$ cat src/sv/pdpf_pkg.sv
// Shared constants, types and helpers for the PD path follower.
package pdpf_pkg;

   localparam int PATH_DEPTH_DEFAULT = 256;
   localparam int COORD_W            = 32;
   localparam int GAIN_W             = 31;
   localparam int TRIG_W             = 18;
   localparam int CSR_IDX_W          = 3;
   localparam int REQ_DATA_W         = 200;
   localparam int RSP_DATA_W         = 128;
   localparam int DIV_NUM_W          = 49;
   localparam int DIV_DEN_W          = 31;

   typedef enum logic [1:0] {
      OP_START  = 2'd0,
      OP_APPEND = 2'd1,
      OP_TICK   = 2'd2,
      OP_NONE   = 2'd3
   } op_type;

   typedef enum logic [CSR_IDX_W-1:0] {
      CSR_PROP_GAIN   = 3'd0,
      CSR_DERIV_GAIN  = 3'd1,
      CSR_LOOKAHEAD   = 3'd2,
      CSR_MAX_LINEAR  = 3'd3,
      CSR_MAX_TURN    = 3'd4,
      CSR_GOAL_TOL    = 3'd5,
      CSR_SPARE6      = 3'd6,
      CSR_SPARE7      = 3'd7
   } csr_idx_type;

   typedef enum logic [13:0] {
      ST_IDLE      = 14'b00000000000001,
      ST_LIM_LOAD  = 14'b00000000000010,
      ST_LIM_SQ    = 14'b00000000000100,
      ST_LIM_SAVE  = 14'b00000000001000,
      ST_SCAN      = 14'b00000000010000,
      ST_GOAL_RD   = 14'b00000000100000,
      ST_GOAL_WAIT = 14'b00000001000000,
      ST_ROTATE    = 14'b00000010000000,
      ST_ERRS      = 14'b00000100000000,
      ST_DSTART    = 14'b00001000000000,
      ST_DWAIT     = 14'b00010000000000,
      ST_PDMUL     = 14'b00100000000000,
      ST_PDSUM     = 14'b01000000000000,
      ST_FINISH    = 14'b10000000000000
   } state_type;

   typedef struct packed {
      logic                 start;
      logic [DIV_NUM_W-1:0] num;
      logic [DIV_DEN_W-1:0] den;
   } div_req_type;

   typedef struct packed {
      logic                 busy;
      logic                 done;
      logic [DIV_NUM_W-1:0] quo;
   } div_rsp_type;

   localparam logic [GAIN_W-1:0] RST_PROP_GAIN  = 31'd131072;
   localparam logic [GAIN_W-1:0] RST_DERIV_GAIN = 31'd6554;
   localparam logic [GAIN_W-1:0] RST_LOOKAHEAD  = 31'd13107;
   localparam logic [GAIN_W-1:0] RST_MAX_LINEAR = 31'd19661;
   localparam logic [GAIN_W-1:0] RST_MAX_TURN   = 31'd65536;
   localparam logic [GAIN_W-1:0] RST_GOAL_TOL   = 31'd3932;

   localparam logic signed [COORD_W-1:0] S32_MAX = 32'sh7FFF_FFFF;
   localparam logic signed [COORD_W-1:0] S32_MIN = 32'sh8000_0000;

endpackage

$ cat src/sv/pdpf_divider.sv
// Restoring unsigned divider that produces one quotient bit per cycle.
module pdpf_divider (
   input  logic                  clock,
   input  logic                  reset,
   input  pdpf_pkg::div_req_type req,
   output pdpf_pkg::div_rsp_type rsp
);

   localparam int NW = pdpf_pkg::DIV_NUM_W;
   localparam int DW = pdpf_pkg::DIV_DEN_W;
   localparam int CW = $clog2(NW + 1);

   logic [NW-1:0] quo_ff, quo_in;
   logic [DW-1:0] rem_ff, rem_in;
   logic [DW-1:0] den_ff, den_in;
   logic [CW-1:0] cnt_ff, cnt_in;
   logic          busy_ff, busy_in;
   logic          done_ff, done_in;
   logic [DW:0]   trial;

   always_comb begin
      trial   = {rem_ff, quo_ff[NW-1]};
      quo_in  = quo_ff;
      rem_in  = rem_ff;
      den_in  = den_ff;
      cnt_in  = cnt_ff;
      busy_in = busy_ff;
      done_in = 1'b0;
      if (req.start && !busy_ff) begin
         quo_in  = req.num;
         rem_in  = '0;
         den_in  = req.den;
         cnt_in  = CW'(NW);
         busy_in = 1'b1;
      end else if (busy_ff) begin
         if (trial >= {1'b0, den_ff}) begin
            rem_in = DW'(trial - {1'b0, den_ff});
            quo_in = {quo_ff[NW-2:0], 1'b1};
         end else begin
            rem_in = trial[DW-1:0];
            quo_in = {quo_ff[NW-2:0], 1'b0};
         end
         cnt_in = cnt_ff - CW'(1);
         if (cnt_ff == CW'(1)) begin
            busy_in = 1'b0;
            done_in = 1'b1;
         end
      end
   end

   always_ff @(posedge clock) begin
      quo_ff <= quo_in;
      rem_ff <= rem_in;
      den_ff <= den_in;
      cnt_ff <= cnt_in;
      if (reset) begin
         busy_ff <= 1'b0;
         done_ff <= 1'b0;
      end else begin
         busy_ff <= busy_in;
         done_ff <= done_in;
      end
   end

   assign rsp.busy = busy_ff;
   assign rsp.done = done_ff;
   assign rsp.quo  = quo_ff;

endmodule
$ cat config.mk
export PLATFORM = sky130hd
export DESIGN_NAME = pdpf_divider
export DESIGN_NICKNAME = d
export VERILOG_FILES = /design/src/sv/pdpf_pkg.sv /design/src/sv/pdpf_divider.sv
export SDC_FILE = /design/constraint.sdc
export NUM_CORES = 1
export LEC_CHECK = 0
export ABC_AREA = 0
export BUFFER_PORTS_ARGS = -buffer_cell sky130_fd_sc_hd__buf_2
export CAP_MARGIN = 20
export CORE_AREA = 3 3 107 161
export CTS_CLUSTER_SIZE = 25
export DETAILED_ROUTE_END_ITERATION = 10
export DIE_AREA = 0 0 110 164
export REMOVE_ABC_BUFFERS = 1
export SLEW_MARGIN = 25
export SYNTH_ARGS = -nofsm -noshare
export SYNTH_HDL_FRONTEND = slang
export SYNTH_SLANG_ARGS = --single-unit
$ cat constraint.sdc
create_clock -name clock -period 6.4 [get_ports clock]
set_input_delay 1.92 -clock clock [delete_from_list [all_inputs] [get_ports clock]]
set_output_delay 1.92 -clock clock [all_outputs]
set_load 0.1 [all_outputs]
==> results.md <==
* Initial Utilization at 39.6%
* Clk root buf: clkbuf_16
* CP Max Fanout at 19
* WHS at 468 ps
* Worst skew pair latency at 420 ps
* Final period util at 58.3%
* Synth warnings at 0
* Vias per inst at roughly 5.2
* Tot Pwr at around 3.6 mW
* Remaining DRCs at 0
* F_max at 0.268 GHz
* Sequential cell area fraction in the yosys report at 50.0%
* Status: completed
* HP Class: flip-flop to flip-flop
* Worst Max-Slew Pin Slew at 976 ps
* Initial antenna violation count at 0
* Final net count at 830
* Vias at ~4900
* Routed len/inst at 16.1 um
* CP Data Arrival Time at 4030 ps
* Unrepaired setup endpoints after global routing: false
* Iteration-0 DRC count of the detailed router at 118
* CTS sink cnt at 119
* Setup violators final at 0
* Final setup margin at 2670 ps
* Cell breakdown of the critical path: inv_1 > ha_1 > fa_1 > nor2b_1 > o31ai_1 > a211o_1 > a21oi_2 > o221ai_2 > and2_1 > o21ai_0 > a22o_1
* Tmin final at 3730 ps
* Top Family by Delay on Critical Path: compound AO/OA/AOI/OAI gates
* EDFF count, synth at 80
* Diodes inserted at 0
* Detail Route Antenna Nets at 0
* Int Pwr at 2.11 mW
* Synth async-reset ratio at 0%
* Reg power frac at 30.9%
* Port buffer count at 133
* H-tree Lvls at 4
* Power Dens Cells at around 460 nW/um^2
* Final HPWL DP at between 10000 and 15000 um
* Clock power frac at 25.7%
* Global-route wire length before repair at 24100 um
* Slowest cell on the critical path: and2_1
* TritonRoute pass-1 iters at 4
* Core area at approximately 16000 um^2
* CTS Buffer Depth at 2
* Die height at 164 um
* GRT Total Usage at 17.3%
* Sw frac at 41.3%
* Largest net degree at the start of global routing at 50
* Clk_skew at between 7 and 8 ps
* Worst-path clk slew at 60 ps
* Inserted Clock Buffers at 17
* GRT Residual Overflow at 0
* IO Count at 134
* Max Cap Viol at 0
* Mapped Cells at 582
* Post-route cell area at 7760 um^2
* Vias in the first global route at 4999
* Fin. Hold Viols at 0
* Setup repair bufs after CTS at 0
* P_sw at roughly 1.5 mW
* CTS hold repair buffers at 0
* Worst path bufs/invs at 1
* Worst EP required at 6700 ps
* Reg2Reg Setup Slack at 2670 ps
* Fin Setup TNS at 0 ps
* Setup crit end kind: flip-flop
* CTS tree: yes
* Placed cell area at 7190 um^2
* Post-CTS Resized at 0
* Ys flop type: edfxtp_1
* Die ar. at 18000 um^2
* Die X at 110 um
* Maximum vdd ir drop at 0.177 mV
* Layout cell share with drive strength beyond 1 at 30.9%
* Post-placement worst setup slack at 2290 ps
* Worst setup SP type: flip-flop
* Combinational share of power at 43.4%
* Synthesis-to-finish area growth at 22.0%
* Mapped Area at between 6000 and 7000 um^2
* Row Count at 57
* DRT Wirelength at 15000 um
* Leak at 3.26 nW
* Max-slew violations at 0
* Delay of the slowest cell on the worst path at 790 ps
* Final RePlAce weighted congestion at ~0.87
* Avg Inst Size Synth at 10.9 um^2
* FF+latch count, synth at 119
* CP Class: flip-flop to flip-flop
* Synth cell types at 60
* Normalized max-slew margin at 34.8%
==> layer usage <==
metal / track usage, % / vias up / wire (um)
met4: 7.03 / 0 / 268
li1: - / 2401 / -
met5: 0 / - / 0
met1: 19.2 / 2308 / 5990
met3: 6.13 / 22 / 1010
met2: 29.5 / 154 / 7760
==> layout make-up <==
class                      instances  area [um^2]
fill                            1529         8290
timing repair buffer             137          696
multi-input combinational        398         2910
clock inverter                    13          131
sequential                       119         3180
clock buffer                      19          433
inverter                          40          151
tap                              206          258
==> tightest hold or removal path, cell delays in order, from the launching register on <==
cell	delay (ps)
dfxtp_1	320
nand2_1	50
o21ai_1	50
==> power by group through the flow <==
stage,clock (mW),sequential (mW),combinational [mW]
2_1_floorplan,0,1.42,0.939
3_3_place_gp,0,1.12,1.53
3_5_place_dp,0,1.12,1.56
4_1_cts,0.944,1.11,1.56
5_1_grt,0.979,1.13,1.71
6_report,0.921,1.11,1.56
==> per-stage QoR <==
stage                     util, %  std cells
after detailed placement     44.8        900
after global routing         48.3        932
final                        48.3        932
after global placement       44.8        900
after floorplan                 -        557
after CTS                    48.3        932
==> final timing paths <==
kind	start	to	cells after the start
worst max register to register	quo_ff[48]	rem_ff[0]	11
worst min-delay path	rem_ff[7]	rem_ff[7]	2
worst min register to register	rem_ff[7]	rem_ff[7]	2
worst max-delay path	quo_ff[48]	rem_ff[0]	11
==> flip-flops by register name (all words and copies together) (netlist names) <==
name	count
quo_ff	49
den_ff	31
rem_ff	31
cnt_ff	6
busy_ff	1
done_ff	1
==> synth_stat cells, types with 14 or more instances <==
| cell type | count | share of area (%) |
|---|---|---|
| edfxtp_1 | 80 | 38 |
| nand2_1 | 53 | 3.1 |
| mux2_2 | 49 | 8.7 |
| inv_1 | 40 | 2.4 |
| dfxtp_1 | 39 | 12 |
| o21ai_0 | 36 | 2.8 |
| ha_1 | 33 | 6.5 |
| a21oi_1 | 31 | 2.4 |
| nor2_1 | 25 | 1.5 |
| clkbuf_1 | 17 | 1.0 |
| mux2i_1 | 15 | 2.4 |
| xnor2_1 | 15 | 2.1 |
| o21ai_1 | 14 | 1.1 |
==> layout by cell type (no fill, tap or decap), drive strengths merged, types with 3 or more instances in the layout <==
| cell | netlist | layout |
|---|---|---|
| nor2 | 25 | 25 |
| nand2 | 55 | 55 |
| a32oi | 10 | 10 |
| xnor2 | 15 | 15 |
| a21oi | 32 | 32 |
| nand3 | 9 | 9 |
| mux2i | 15 | 15 |
| nor2b | 3 | 3 |
| clkinv | 0 | 6 |
| nor3 | 9 | 9 |
| a31oi | 4 | 4 |
| and3 | 7 | 7 |
| clkbuf | 17 | 19 |
| buf | 8 | 137 |
| and2 | 5 | 5 |
| a211oi | 7 | 7 |
| o31a | 3 | 3 |
| clkinvlp | 0 | 5 |
| a21o | 10 | 10 |
| mux2 | 49 | 49 |
| o21a | 6 | 6 |
| xor2 | 10 | 10 |
| inv | 40 | 40 |
| ha | 33 | 33 |
| o21ai | 50 | 50 |
| edfxtp | 80 | 80 |
| dfxtp | 39 | 39 |
| nand2b | 8 | 8 |
==> cell families (layout without fill, tap and decap cells) <==
family	after synthesis	in the layout	synth area share (%)
AOI/OAI and AO/OA	144	144	14.4
xor gates and xnor gates	25	25	3.44
DFF	119	119	50.0
muxes	64	64	11.0
and+or+nand+nor	131	131	9.88
buffers and inverters	65	209	4.43
adders and majority gates	34	34	6.81
Power figures use the tool's default switching activity.
